File: src/rtl/lzss_pkg.sv
// Package for the LZSS stream decompressor: parse phases, status codes,
// controller state and command/status structs. No dependencies.
`default_nettype none
package lzss_pkg;
   localparam int WindowDepthDefault = 8192;
   localparam int BytesPerResultDefault = 8;
   localparam int PosWidth = 24;
   localparam int LongBase = 8192;
   localparam int ShortBase = 256;

   typedef enum logic [3:0] {
      PH_TYPE, PH_KIND, PH_SHORT_HI, PH_SHORT_LO, PH_LITERAL,
      PH_LONG_LO, PH_LONG_HI, PH_LONG_EXT, PH_SHORT_DIST
   } phase_type;

   typedef enum logic [2:0] {
      ST_RUNNING = 3'd0, ST_END_MARK = 3'd1, ST_FULL = 3'd2,
      ST_BAD_DIST = 3'd3, ST_TRUNC = 3'd4
   } status_type;

   typedef enum logic [2:0] {
      CS_IDLE, CS_BITS, CS_BYTE, CS_COPY_RD, CS_COPY_WR, CS_FINISH, CS_EMIT
   } ctrl_state_type;

   localparam logic [0:0] CSR_OUTPUT_SIZE = 1'b0;

   // controller -> datapath
   typedef struct packed {
      logic capture;      // latch input beat
      logic bit_step;     // consume one flag bit
      logic byte_step;    // process captured byte
      logic copy_rd;      // issue history read
      logic copy_wr;      // write copied byte
      logic finish_chk;   // final status checks
      logic emit;         // load result register with pack
      logic emit_empty;   // emit status-only beat
   } cmd_type;

   // datapath -> controller
   typedef struct packed {
      logic finished;
      logic can_bit;      // a flag bit is available in a bit phase
      logic bit_phase;
      logic copy_more;    // copy bytes remain
      logic pack_full;
      logic pack_any;
      logic status_set;
      logic out_busy;     // result register still occupied
   } sts_type;
endpackage
`default_nettype wire

File: src/rtl/lzss_ctrl.sv
// Controller state machine of the decompressor.
// Depends on lzss_pkg.
`default_nettype none
module lzss_ctrl (
   input  wire logic                    clock,
   input  wire logic                    reset,
   input  wire logic                    req_valid,
   output logic                         req_ready,
   input  wire lzss_pkg::sts_type       sts,
   output lzss_pkg::cmd_type            cmd
);
   import lzss_pkg::*;
   ctrl_state_type state_ff, state_in;

   always_ff @(posedge clock) begin
      if (reset) state_ff <= CS_IDLE;
      else state_ff <= state_in;
   end

   always_comb begin
      state_in = state_ff;
      cmd = '0;
      req_ready = 1'b0;
      unique case (state_ff)
         CS_IDLE: begin
            req_ready = 1'b1;
            if (req_valid) begin
               cmd.capture = 1'b1;
               // a finished run drops the beat
               if (!sts.finished) state_in = CS_BITS;
            end
         end
         CS_BITS: begin
            if (sts.bit_phase && sts.can_bit) cmd.bit_step = 1'b1;
            else state_in = CS_BYTE;
         end
         CS_BYTE: begin
            cmd.byte_step = 1'b1;
            state_in = CS_COPY_RD;
         end
         CS_COPY_RD: begin
            if (sts.copy_more) begin
               // hand over a full pack before the next byte
               if (sts.pack_full) begin
                  if (!sts.out_busy) cmd.emit = 1'b1;
               end else begin
                  cmd.copy_rd = 1'b1;
                  state_in = CS_COPY_WR;
               end
            end else state_in = CS_FINISH;
         end
         CS_COPY_WR: begin
            cmd.copy_wr = 1'b1;
            state_in = CS_COPY_RD;
         end
         CS_FINISH: begin
            cmd.finish_chk = 1'b1;
            state_in = CS_EMIT;
         end
         CS_EMIT: begin
            if (!sts.pack_any && !sts.status_set) state_in = CS_IDLE;
            else if (!sts.out_busy) begin
               if (sts.pack_any) cmd.emit = 1'b1;
               else cmd.emit_empty = 1'b1;
               state_in = CS_IDLE;
            end
         end
         default: state_in = CS_IDLE;
      endcase
   end
endmodule
`default_nettype wire

File: config.mk
export PLATFORM = sky130hd
export DESIGN_NAME = lzss_ctrl
export DESIGN_NICKNAME = d
export VERILOG_FILES = /design/src/rtl/lzss_pkg.sv /design/src/rtl/lzss_ctrl.sv
export SDC_FILE = /design/constraint.sdc
export NUM_CORES = 1
export LEC_CHECK = 0
export ABC_CLOCK_PERIOD_IN_PS = 2050
export BUFFER_PORTS_ARGS = -buffer_cell sky130_fd_sc_hd__buf_2
export CORE_AREA = 2 2 39 41
export DETAILED_ROUTE_END_ITERATION = 7
export DIE_AREA = 0 0 41 43
export HOLD_SLACK_MARGIN = 0.05
export PLACE_DENSITY = 0.43
export SETUP_SLACK_MARGIN = 0.2
export SLEW_MARGIN = 15
export SYNTH_ARGS = -nofsm -noshare
export SYNTH_HDL_FRONTEND = slang
export SYNTH_SLANG_ARGS = --single-unit
File: constraint.sdc
create_clock -name clock -period 2.05 [get_ports clock]
set_clock_uncertainty 0.15 [all_clocks]
set_input_delay 0.3075 -clock clock [delete_from_list [all_inputs] [get_ports clock]]
set_output_delay 0.3075 -clock clock [all_outputs]
set_load 0.005 [all_outputs]
==> results of run 1 <==
-- worst min-delay path by stage --
| stage | to | slack [ns] |
|---|---|---|
| after floorplan | state_ff[1]$_SDFFE_PP0P_ | 0.23 |
| after global placement | state_ff[2]$_SDFFE_PP0P_ | 0.37 |
| after detailed placement | state_ff[2]$_SDFFE_PP0P_ | 0.36 |
| after CTS | state_ff[2]$_SDFFE_PP0P_ | 0.10 |
| after global routing | state_ff[2]$_SDFFE_PP0P_ | 0.11 |
| final | state_ff[2]$_SDFFE_PP0P_ | 0.11 |
-- routing by layer --
metal	global-route usage [%]	up-vias	part of all wire [%]
met5	0	-	0
met4	10.0	0	1.8
met3	0	2	7.4
met2	13.1	14	44
met1	11.5	149	46
li1	-	182	-
-- logic make-up (layout without fill, tap and decap cells) --
| logic type | Yosys count | after routing | synth area share [%] |
|---|---|---|---|
| buffers and inverters | 3 | 24 | 4.69 |
| AOI/OAI and AO/OA | 11 | 11 | 24.9 |
| DFF | 3 | 3 | 22.5 |
| and+or+nand+nor | 20 | 20 | 47.9 |
-- cells in the mapped netlist (2+ instances only) --
master	instances
a21oi_1	4
nor2_1	4
dfxtp_1	3
nor3_1	3
o21ai_0	3
and2_1	2
-- timing repair --
| action | CTS | global route |
|---|---|---|
| gates resized for setup | 2 | 2 |
| setup endpoints to repair | 2 | 2 |
| pin swaps | 0 | 0 |
| setup buffers | 0 | 0 |
-- final cells by class --
class | instances | area (um^2)
clock buffers | 4 | 26.3
flip-flops and latches | 3 | 66.3
repair buffers | 19 | 95.1
inverters | 1 | 3.75
well taps | 16 | 20.0
fillers | 164 | 978
multi-input cells | 31 | 194
-- placed cells by master (no fill, tap or decap), drive strengths merged --
cell type | netlist | final
and4 | 1 | 1
buf | 1 | 19
a211oi | 1 | 1
and3 | 1 | 1
o31ai | 1 | 1
nand3b | 1 | 1
dfxtp | 3 | 3
a2111oi | 1 | 1
nor3b | 1 | 1
nor3 | 3 | 3
nand2b | 1 | 1
inv | 1 | 1
nor2b | 2 | 2
or4 | 1 | 1
and4b | 1 | 1
nand2 | 1 | 1
and2 | 2 | 2
o21ai | 3 | 3
clkbuf | 1 | 4
nor2 | 4 | 4
a21oi | 4 | 4
o211ai | 1 | 1
nand3 | 1 | 1
-- power groups by stage --
stage / sequential [mW] / combinational, mW / clock (mW)
2_1_floorplan: 0.0708 / 0.0638 / 0
3_3_place_gp: 0.0886 / 0.0792 / 0
3_5_place_dp: 0.0886 / 0.0793 / 0
4_1_cts: 0.0898 / 0.0795 / 0.117
5_1_grt: 0.0929 / 0.0904 / 0.117
6_report: 0.0909 / 0.0788 / 0.108
==> flow_summary_export.csv, run 1 <==
group,metric,value,unit
power_and_ir_drop,seq_power_share,32.8,%
floorplanning,die_area,0.00176,mm^2
layout,regMostFlops,"state_ff",
critical_path,worstReg2RegEnd,"state_ff[1]$_SDFFE_PP0P_",
layout,instances_no_fill,74,
layout,reg_top3,"state_ff: 3 flops",
drt,first_iter_violations,5,
timing,slew_headroom,79.2,%
layout,largest_reg_flops,3,
critical_path,r2r-start,"state_ff[0]$_SDFFE_PP0P_",
floorplanning,dieHeight,43,um
cts,root_buffer,"clkbuf_4",
timing,fmax,0.578,GHz
power_and_ir_drop,p_int,0.187,mW
drt,ant_nets,0,
power_and_ir_drop,netSwitchingFraction,32.6,%
power_and_ir_drop,clkPwrFrac,38.8,%
power_and_ir_drop,vdd_drop_max,127,uV
critical_path,endpoint,"cmd[1]",
critical_path,r2r_slack,0.45,ns
critical_path,cp_slowest_stage_delay,0.39,ns
placement,gp_congestion,0.665,
critical_path,cp.depth,5,
layout,nNetsFinal,70,
cts,cts_hold_buf,0,
placement,dp_hpwl,584,um
critical_path,worst-path-max-fanout,9,
placement,port_buffers,19,
cts,htreeDepth,1,
critical_path,path_class,"flop to primary output",
critical_path,startpoint_type,"flop",
critical_path,endpoint_kind,"primary output",
timing,worstMarginPinSlew,0.304,ns
logic_synthesis,yosys.cell_types.count,24,
drt,vias,347,
logic_synthesis,synth_top_area_share,22.5,%
critical_path,arrival,1.27,ns
global_route,grt_antenna_before_repair,0,
power_and_ir_drop,fin_total_pwr,0.277,mW
global_route,grt_usage,9.31,%
drt,drtPass1Iterations,4,
timing,slew_viol_final,0,
min_path,hp-class,"primary input to flop",
critical_path,r2r_cells,4,
cts,clkLatencyLatePin,0.24,ns
layout,syn_to_final_growth,52.1,%
outcome,status,"finished clean",
logic_synthesis,synth_ff_type,"dfxtp_1",
floorplanning,core_area,0.00138,mm^2
global_route,grt_pass1_vias,288,
drt,wl_per_cell,10.6,um
layout,drive_above_1_share,46.6,%
logic_synthesis,yosysWarnings,0,
logic_synthesis,syn_area_per_cell,7.20,um^2
timing,final_hold_viol_count,0,
timing,min_period,1.73,ns
layout,final_area,405,um^2
drt,drt-total-wl,781,um
placement,post-place-cells,70,
critical_path,crit_start,"state_ff[1]$_SDFFE_PP0P_",
layout,final_util,29.3,%
logic_synthesis,synth_edf_count,0,
placement,place_area,373,um^2
global_route,grt_max_degree,12,
timing,setup_tns,0,ns
logic_synthesis,async_flop_share,0,%
power_and_ir_drop,p_per_area,684,mW/mm^2
placement,place_ws,0.372,ns
drt,drc,0,
global_route,grt_pass1_wl,1.11,mm
layout,num_antenna_cells,0,
critical_path,crit_buf_inv,1,
timing,setup_violations,0,
logic_synthesis,synth.top_cells.by_area,"dfxtp_1 (23%), a21oi_1 (7.5%), nor3_1 (5.6%), o21ai_0 (5.6%), nor2_1 (5.6%)",
floorplanning,die_width,41,um
critical_path,critPathSlowestCell,"dfxtp_4",
drt,viasPerCell,4.69,
timing,rsz0062_at_grt,"false",
logic_synthesis,netlist_instances,37,
power_and_ir_drop,power_leakage,0.190,nW
min_path,hold-path-cell-count,2,
job,cap_viol_max_count,0,
floorplanning,start_util,19.3,%
critical_path,crit_family,"simple AND/OR/NAND/NOR gates",
logic_synthesis,synth_top_area_cell,"dfxtp_1",
cts,cts.sinks,3,
critical_path,cp.required,1.59,ns
floorplanning,io_pins,20,
logic_synthesis,synth_seq_cells,3,
logic_synthesis,ys_seq_area_share,22.5,%
cts,numCtsBuffers,3,
cts,cts_buffer_depth,2,
critical_path,worstPathCellList,"nor2b_4 > and4_4 > a21oi_1 > nor2_1 > buf_2",
min_path,hold_start,"reset",
cts,cts_tree,"yes",
global_route,overflow,0,
timing,hold_ws,0.111,ns
timing,period_share,84.5,%
timing,setup_slack,0.319,ns
power_and_ir_drop,power.share.combinational,28.4,%
logic_synthesis,synth_nets,48,
logic_synthesis,synth_area,267,um^2
cts,path_clk_slew,0.04,ns
floorplanning,fp-row-count,14,
power_and_ir_drop,p_switching,0.0905,mW
Power figures use the tool's default switching activity.
==> inputs of run 2 (changes only) <==
- ABC_AREA: not set -> 1
- ABC_CLOCK_PERIOD_IN_PS: 2050 -> 1820
- PLACE_DENSITY: 0.43 -> 0.47
- clock period: 2.05 -> 1.82 ns (I/O delays scaled with it)
==> run 2 against run 1 <==
Critical path depth fell by 1. Largest power group is now combinational logic. Final cell count increased by 42%. Synthesized cell count increased by 65%. Register-to-register slack improved by 0.04 ns. Clock power up 6%. Highest routed layer unchanged. Combinational power increased to 5.0 times the previous value. Clock-buffer cell count is the same.
==> flow_summary_export.csv, run 2 <==
group,metric,value,unit
timing,rsz0062_at_grt,"true",
timing,period_share,87.3,%
logic_synthesis,async_flop_share,0,%
critical_path,crit_start,"state_ff[2]$_SDFFE_PP0P_",
layout,drive_above_1_share,50.6,%
timing,final_hold_viol_count,0,
floorplanning,die_width,41,um
drt,ant_nets,0,
global_route,grt_pass1_vias,323,
cts,root_buffer,"clkbuf_4",
placement,place_ws,0.382,ns
timing,min_period,1.59,ns
logic_synthesis,synth_nets,72,
timing,worstMarginPinSlew,0.184,ns
global_route,busiest_layer,"met2",
min_path,hold_start,"reset",
timing,setup_slack,0.232,ns
layout,regArea,71.3,um^2
layout,reg_top3,"state_ff: 3 flops",
drt,wl_per_cell,9.05,um
layout,layout_common_cells,"buf_2 (19), nand2_1 (13), inv_1 (11), nor2_1 (9), nand3_1 (5)",
global_route,grt_max_degree,8,
cts,path_clk_slew,0.04,ns
critical_path,r2r-start,"state_ff[2]$_SDFFE_PP0P_",
drt,drc,0,
global_route,grt_usage,10.3,%
timing,fmax,0.630,GHz
global_route,overflow,0,
cts,htreeDepth,1,
power_and_ir_drop,p_per_area,1230,mW/mm^2
logic_synthesis,synth_top_area_cell,"dfxtp_1",
drt,drt-total-wl,950,um
logic_synthesis,synth_area,318,um^2
layout,multi_input_area,251,um^2
floorplanning,start_util,23.0,%
logic_synthesis,netlist_instances,61,
logic_synthesis,ys_seq_area_share,18.9,%
layout,instances_no_fill,105,
global_route,grt_antenna_before_repair,0,
logic_synthesis,synth_common_cells,"inv_1 (14), nand2_1 (14), nor2_1 (10)",
timing,setup_tns,0,ns
floorplanning,dieHeight,43,um
floorplanning,io_pins,20,
global_route,grt.met2_usage,15.3,%
cts,clkLatencyLatePin,0.23,ns
timing,slew_viol_final,0,
cts,numCtsBuffers,3,
layout,layout_commonest_cell,"buf_2",
placement,gp_congestion,0.747,
critical_path,worst-path-max-fanout,6,
global_route,grt_util_met3,3.14,%
logic_synthesis,synth_seq_cells,3,
timing,slew_headroom,87.6,%
critical_path,path_class,"flop to primary output",
drt,first_iter_violations,7,
power_and_ir_drop,vdd_drop_max,527,uV
layout,num_antenna_cells,0,
critical_path,cp.required,1.40,ns
cts,cts.sinks,3,
layout,nNetsFinal,101,
drt,viasPerCell,4.42,
floorplanning,fp-row-count,14,
placement,port_buffers,19,
drt,drtPass1Iterations,4,
layout,largest_reg_flops,3,
job,cap_viol_max_count,0,
placement,dp_hpwl,701,um
floorplanning,core_area,0.00138,mm^2
power_and_ir_drop,power_leakage,0.316,nW
critical_path,arrival,1.17,ns
cts,cts_tree,"yes",
cts,cts_buffer_depth,2,
critical_path,endpoint_kind,"primary output",
logic_synthesis,synth.top_cells.by_area,"dfxtp_1 (19%), inv_1 (17%), nand2_1 (17%), nor2_1 (12%), nand3_1 (9.4%)",
outcome,status,"finished clean",
logic_synthesis,yosys.cell_types.count,15,
logic_synthesis,yosysWarnings,0,
min_path,hp-class,"primary input to flop",
floorplanning,die_area,0.00176,mm^2
global_route,grt_util_met1,10.5,%
logic_synthesis,syn_area_per_cell,5.21,um^2
timing,setup_violations,0,
critical_path,startpoint_type,"flop",
logic_synthesis,synth_edf_count,0,
logic_synthesis,synth_ff_type,"dfxtp_1",
drt,vias,464,
logic_synthesis,synth_top_area_share,18.9,%
global_route,grt_pass1_wl,1.17,mm
layout,n_fill_cell,164,
layout,syn_to_final_growth,77.6,%
placement,post-place-cells,96,
layout,regMostFlops,"state_ff",
==> run 2: changes by cell type after synthesis, moves of 2 or more <==
| cell | change |
|---|---|
| and2_1 | -2 |
| nor2_1 | +6 |
| nand2_1 | +13 |
| inv_1 | +13 |
| nor2_2 | +3 |
| o21ai_0 | -2 |
| nand3_1 | +5 |
| nor3_1 | -3 |
==> run 2: timing repair <==
item	in CTS	in global routing
buffers inserted	0	5
hold buffers	0	0
hold endpoints to repair	0	0
endpoints found under the setup margin	1	1
pin swaps	0	6
resized for setup	4	17
==> run 2: logic make-up after synthesis <==
logic type             count (synthesis)  share of synthesized area, %
AND/OR/NAND/NOR                       37                          53.2
AO/OA/AOI/OAI                          6                          10.2
flip-flops                             3                          18.9
buffers and inverters                 15                          17.7
==> run 2: stage by stage <==
step | hold WS [ns] | total power [mW] | utilization, % | instance area [um^2]
after global routing | 0.0725 | 0.769 | 40.8 | 564
after global placement | 0.312 | 0.488 | 31.3 | 433
final | 0.0686 | 0.696 | 40.8 | 564
after detailed placement | 0.309 | 0.481 | 31.3 | 433
after floorplan | 0.195 | 0.369 | - | 318
after CTS | 0.0565 | 0.609 | 33.8 | 468
==> run 2: worst paths after layout <==
kind | end | slack [ns] | cells after the start
max | cmd[0] | 0.23 | 4
min | state_ff[1]$_SDFFE_PP0P_ | 0.07 | 2
max reg2reg | state_ff[1]$_SDFFE_PP0P_ | 0.49 | 6
min reg2reg | state_ff[2]$_SDFFE_PP0P_ | 0.41 | 2
==> run 2: final cells by class <==
class	count	share of cell area [%]
multi-input cells	43	44.6
well taps	16	3.55
flip-flops and latches	3	12.6
inverters	15	10.4
clock buffers	4	4.66
repair buffers	24	24.2
==> run 2: power by group <==
part	switching [mW]	leakage [nW]	internal [mW]	total [mW]
Sequential	0.0751	0.0267	0.112	0.187
Combinational	0.224	0.275	0.170	0.394
Clock	0.0329	0.0150	0.0821	0.115
Total	0.332	0.316	0.364	0.696
==> run 2: critical path, cell delays in order, from the launching register on <==
cell and delay (ns):
dfxtp_4 0.38, buf_6 0.12, nand3_4 0.06, nor4_2 0.23, buf_2 0.14
==> run 2: metal layers <==
| layer | up-vias | share of wire [%] |
|---|---|---|
| li1 | 242 | - |
| met1 | 209 | 38 |
| met2 | 11 | 56 |
| met3 | 2 | 5.2 |
| met4 | 0 | 0.84 |
| met5 | - | 0 |
==> inputs of run 3 (changes only) <==
==> constraint.sdc (replaced) <==
create_clock -name clock -period 1.82 [get_ports clock]
set_clock_uncertainty 0.15 [all_clocks]
set_input_delay 0.364 -clock clock [delete_from_list [all_inputs] [get_ports clock]]
set_output_delay 0.364 -clock clock [all_outputs]
set_load 0.005 [all_outputs]
==> run 3 against run 2 <==
Final cell count fell by 3.8%. Global-route usage rose by 0.21 points. Setup slack got worse by 0.048 ns. Clock power barely moved. Die area did not move. Maximum frequency fell by 2.9%. Largest cell class unchanged. Sequential power fell by 3%. Critical endpoint is now cmd[1]. Flip-flop and latch count did not move. Largest power group unchanged. Clock-buffer cell count did not move. First-iteration DRC count fell by 29%. Routed wire length fell by 12%.
==> flow_summary_export.csv, run 3 (synthesized netlist as in run 2, its figures left out) <==
group,metric,value,unit
critical_path,worstReg2RegEnd,"state_ff[0]$_SDFFE_PP0P_",
critical_path,r2r_cells,8,
layout,nNetsFinal,97,
cts,cts_buffer_depth,2,
critical_path,arrival,1.12,ns
timing,setup_violations,0,
critical_path,startpoint_type,"flop",
global_route,grt_usage,10.5,%
cts,path_clk_slew,0.03,ns
cts,root_buffer,"clkbuf_4",
placement,dp_hpwl,670,um
cts,cts_hold_buf,0,
critical_path,path_class,"flop to primary output",
drt,drc,0,
global_route,grt_antenna_before_repair,0,
layout,reg_top3,"state_ff: 3 flops",
drt,first_iter_violations,5,
outcome,status,"finished clean",
timing,slew_headroom,86.7,%
layout,num_antenna_cells,0,
global_route,grt_pass1_vias,317,
layout,n_fill_cell,166,
critical_path,cp.required,1.31,ns
critical_path,worst-path-max-fanout,7,
placement,gp_congestion,0.779,
layout,regArea,71.3,um^2
layout,largest_reg_flops,3,
timing,final_hold_viol_count,0,
layout,regMostFlops,"state_ff",
floorplanning,die_width,41,um
cts,clkLatencyLatePin,0.23,ns
timing,slew_viol_final,0,
critical_path,r2r_slack,0.54,ns
layout,layout_common_cells,"buf_2 (19), nand2_1 (13), inv_1 (11), nor2_1 (9), nand3_1 (5)",
cts,cts_tree,"yes",
layout,drive_above_1_share,48.2,%
timing,min_period,1.64,ns
global_route,grt_pass1_wl,1.19,mm
floorplanning,io_pins,20,
power_and_ir_drop,power_leakage,0.297,nW
drt,viasPerCell,4.17,
timing,rsz0062_at_grt,"true",
job,cap_viol_max_count,0,
cts,cts.sinks,3,
drt,wl_per_cell,8.30,um
global_route,grt_max_degree,8,
power_and_ir_drop,p_per_area,1240,mW/mm^2
floorplanning,die_area,0.00176,mm^2
timing,period_share,89.9,%
placement,post-place-cells,96,
floorplanning,dieHeight,43,um
global_route,overflow,0,
placement,port_buffers,19,
cts,htreeDepth,1,
drt,ant_nets,0,
layout,layout_commonest_cell,"buf_2",
timing,fmax,0.611,GHz
power_and_ir_drop,vdd_drop_max,541,uV
floorplanning,start_util,23.0,%
critical_path,endpoint,"cmd[1]",
critical_path,crit_start,"state_ff[2]$_SDFFE_PP0P_",
floorplanning,core_area,0.00138,mm^2
critical_path,endpoint_kind,"primary output",
drt,drt-total-wl,838,um
cts,numCtsBuffers,3,
floorplanning,fp-row-count,14,
layout,syn_to_final_growth,63.8,%
timing,setup_tns,0,ns
min_path,hp-class,"primary input to flop",
layout,multi_input_area,244,um^2
drt,vias,421,
layout,instances_no_fill,101,
critical_path,r2r-start,"state_ff[2]$_SDFFE_PP0P_",
timing,worstMarginPinSlew,0.198,ns
drt,drtPass1Iterations,4,
[run 3: cell count changes in the layout (fill, tap and decap cells not counted)]
cell and delta:
inv_2 +1, buf_6 -1, nand3_2 +1, nand3_4 -1, buf_4 -3, inv_4 -1
[run 3: routing by layer]
| metal | routed length [um] | vias to the layer above | global-route usage (%) |
|---|---|---|---|
| li1 | - | 237 | - |
| met1 | 374 | 173 | 13.1 |
| met3 | 40 | 0 | 3.14 |
| met5 | 0 | - | 0 |
| met2 | 422 | 11 | 13.4 |
| met4 | 0 | 0 | 10.0 |
[run 3: final cells by class]
class / instances / share of cell area [%]
Inverter: 15 / 10.8
Timing Repair Buffer: 20 / 19.7
Tap cell: 16 / 3.85
Multi-Input combinational cell: 43 / 46.9
Sequential cell: 3 / 13.7
Clock buffer: 4 / 5.05
[run 3: worst min-delay path by stage]
| stage | from | end | slack [ns] | cells after the start |
|---|---|---|---|---|
| floorplan | reset | state_ff[1]$_SDFFE_PP0P_ | 0.29 | 1 |
| global placement | reset | state_ff[1]$_SDFFE_PP0P_ | 0.39 | 2 |
| detailed placement | reset | state_ff[1]$_SDFFE_PP0P_ | 0.39 | 2 |
| CTS | reset | state_ff[1]$_SDFFE_PP0P_ | 0.14 | 2 |
| global route | reset | state_ff[1]$_SDFFE_PP0P_ | 0.14 | 2 |
| finish | reset | state_ff[1]$_SDFFE_PP0P_ | 0.15 | 2 |
[run 3: critical path: stages, from the launching register on]
cell and delay, ns:
dfxtp_4 0.38, nand2_2 0.09, nor2_4 0.12, nand2_1 0.07
a21oi_2 0.12, buf_2 0.11
[run 3: what timing repair did]
item / 4_1_cts / 5_1_grt
cloned: 0 / 0
gates resized for setup: 4 / 14
buffers inserted: 1 / 0
pin swaps: 1 / 2
setup endpoints to repair: 3 / 5
[run 3: power by group]
group          switching [mW]  internal [mW]  leakage [nW]
logic                   0.203          0.146         0.255
clock network          0.0307         0.0819        0.0150
registers              0.0698          0.112        0.0267
[run 3: through the flow]
stage / setup WS, ns / utilization [%] / cell area (um^2) / hold slack, ns / total power [mW]
after detailed placement: 0.318 / 31.3 / 433 / 0.392 / 0.480
after CTS: 0.133 / 34.0 / 470 / 0.138 / 0.610
final: 0.184 / 37.6 / 520 / 0.146 / 0.644
after floorplan: 0.477 / - / 318 / 0.286 / 0.369
after global routing: 0.0827 / 37.6 / 520 / 0.141 / 0.728
after global placement: 0.297 / 31.3 / 433 / 0.391 / 0.482
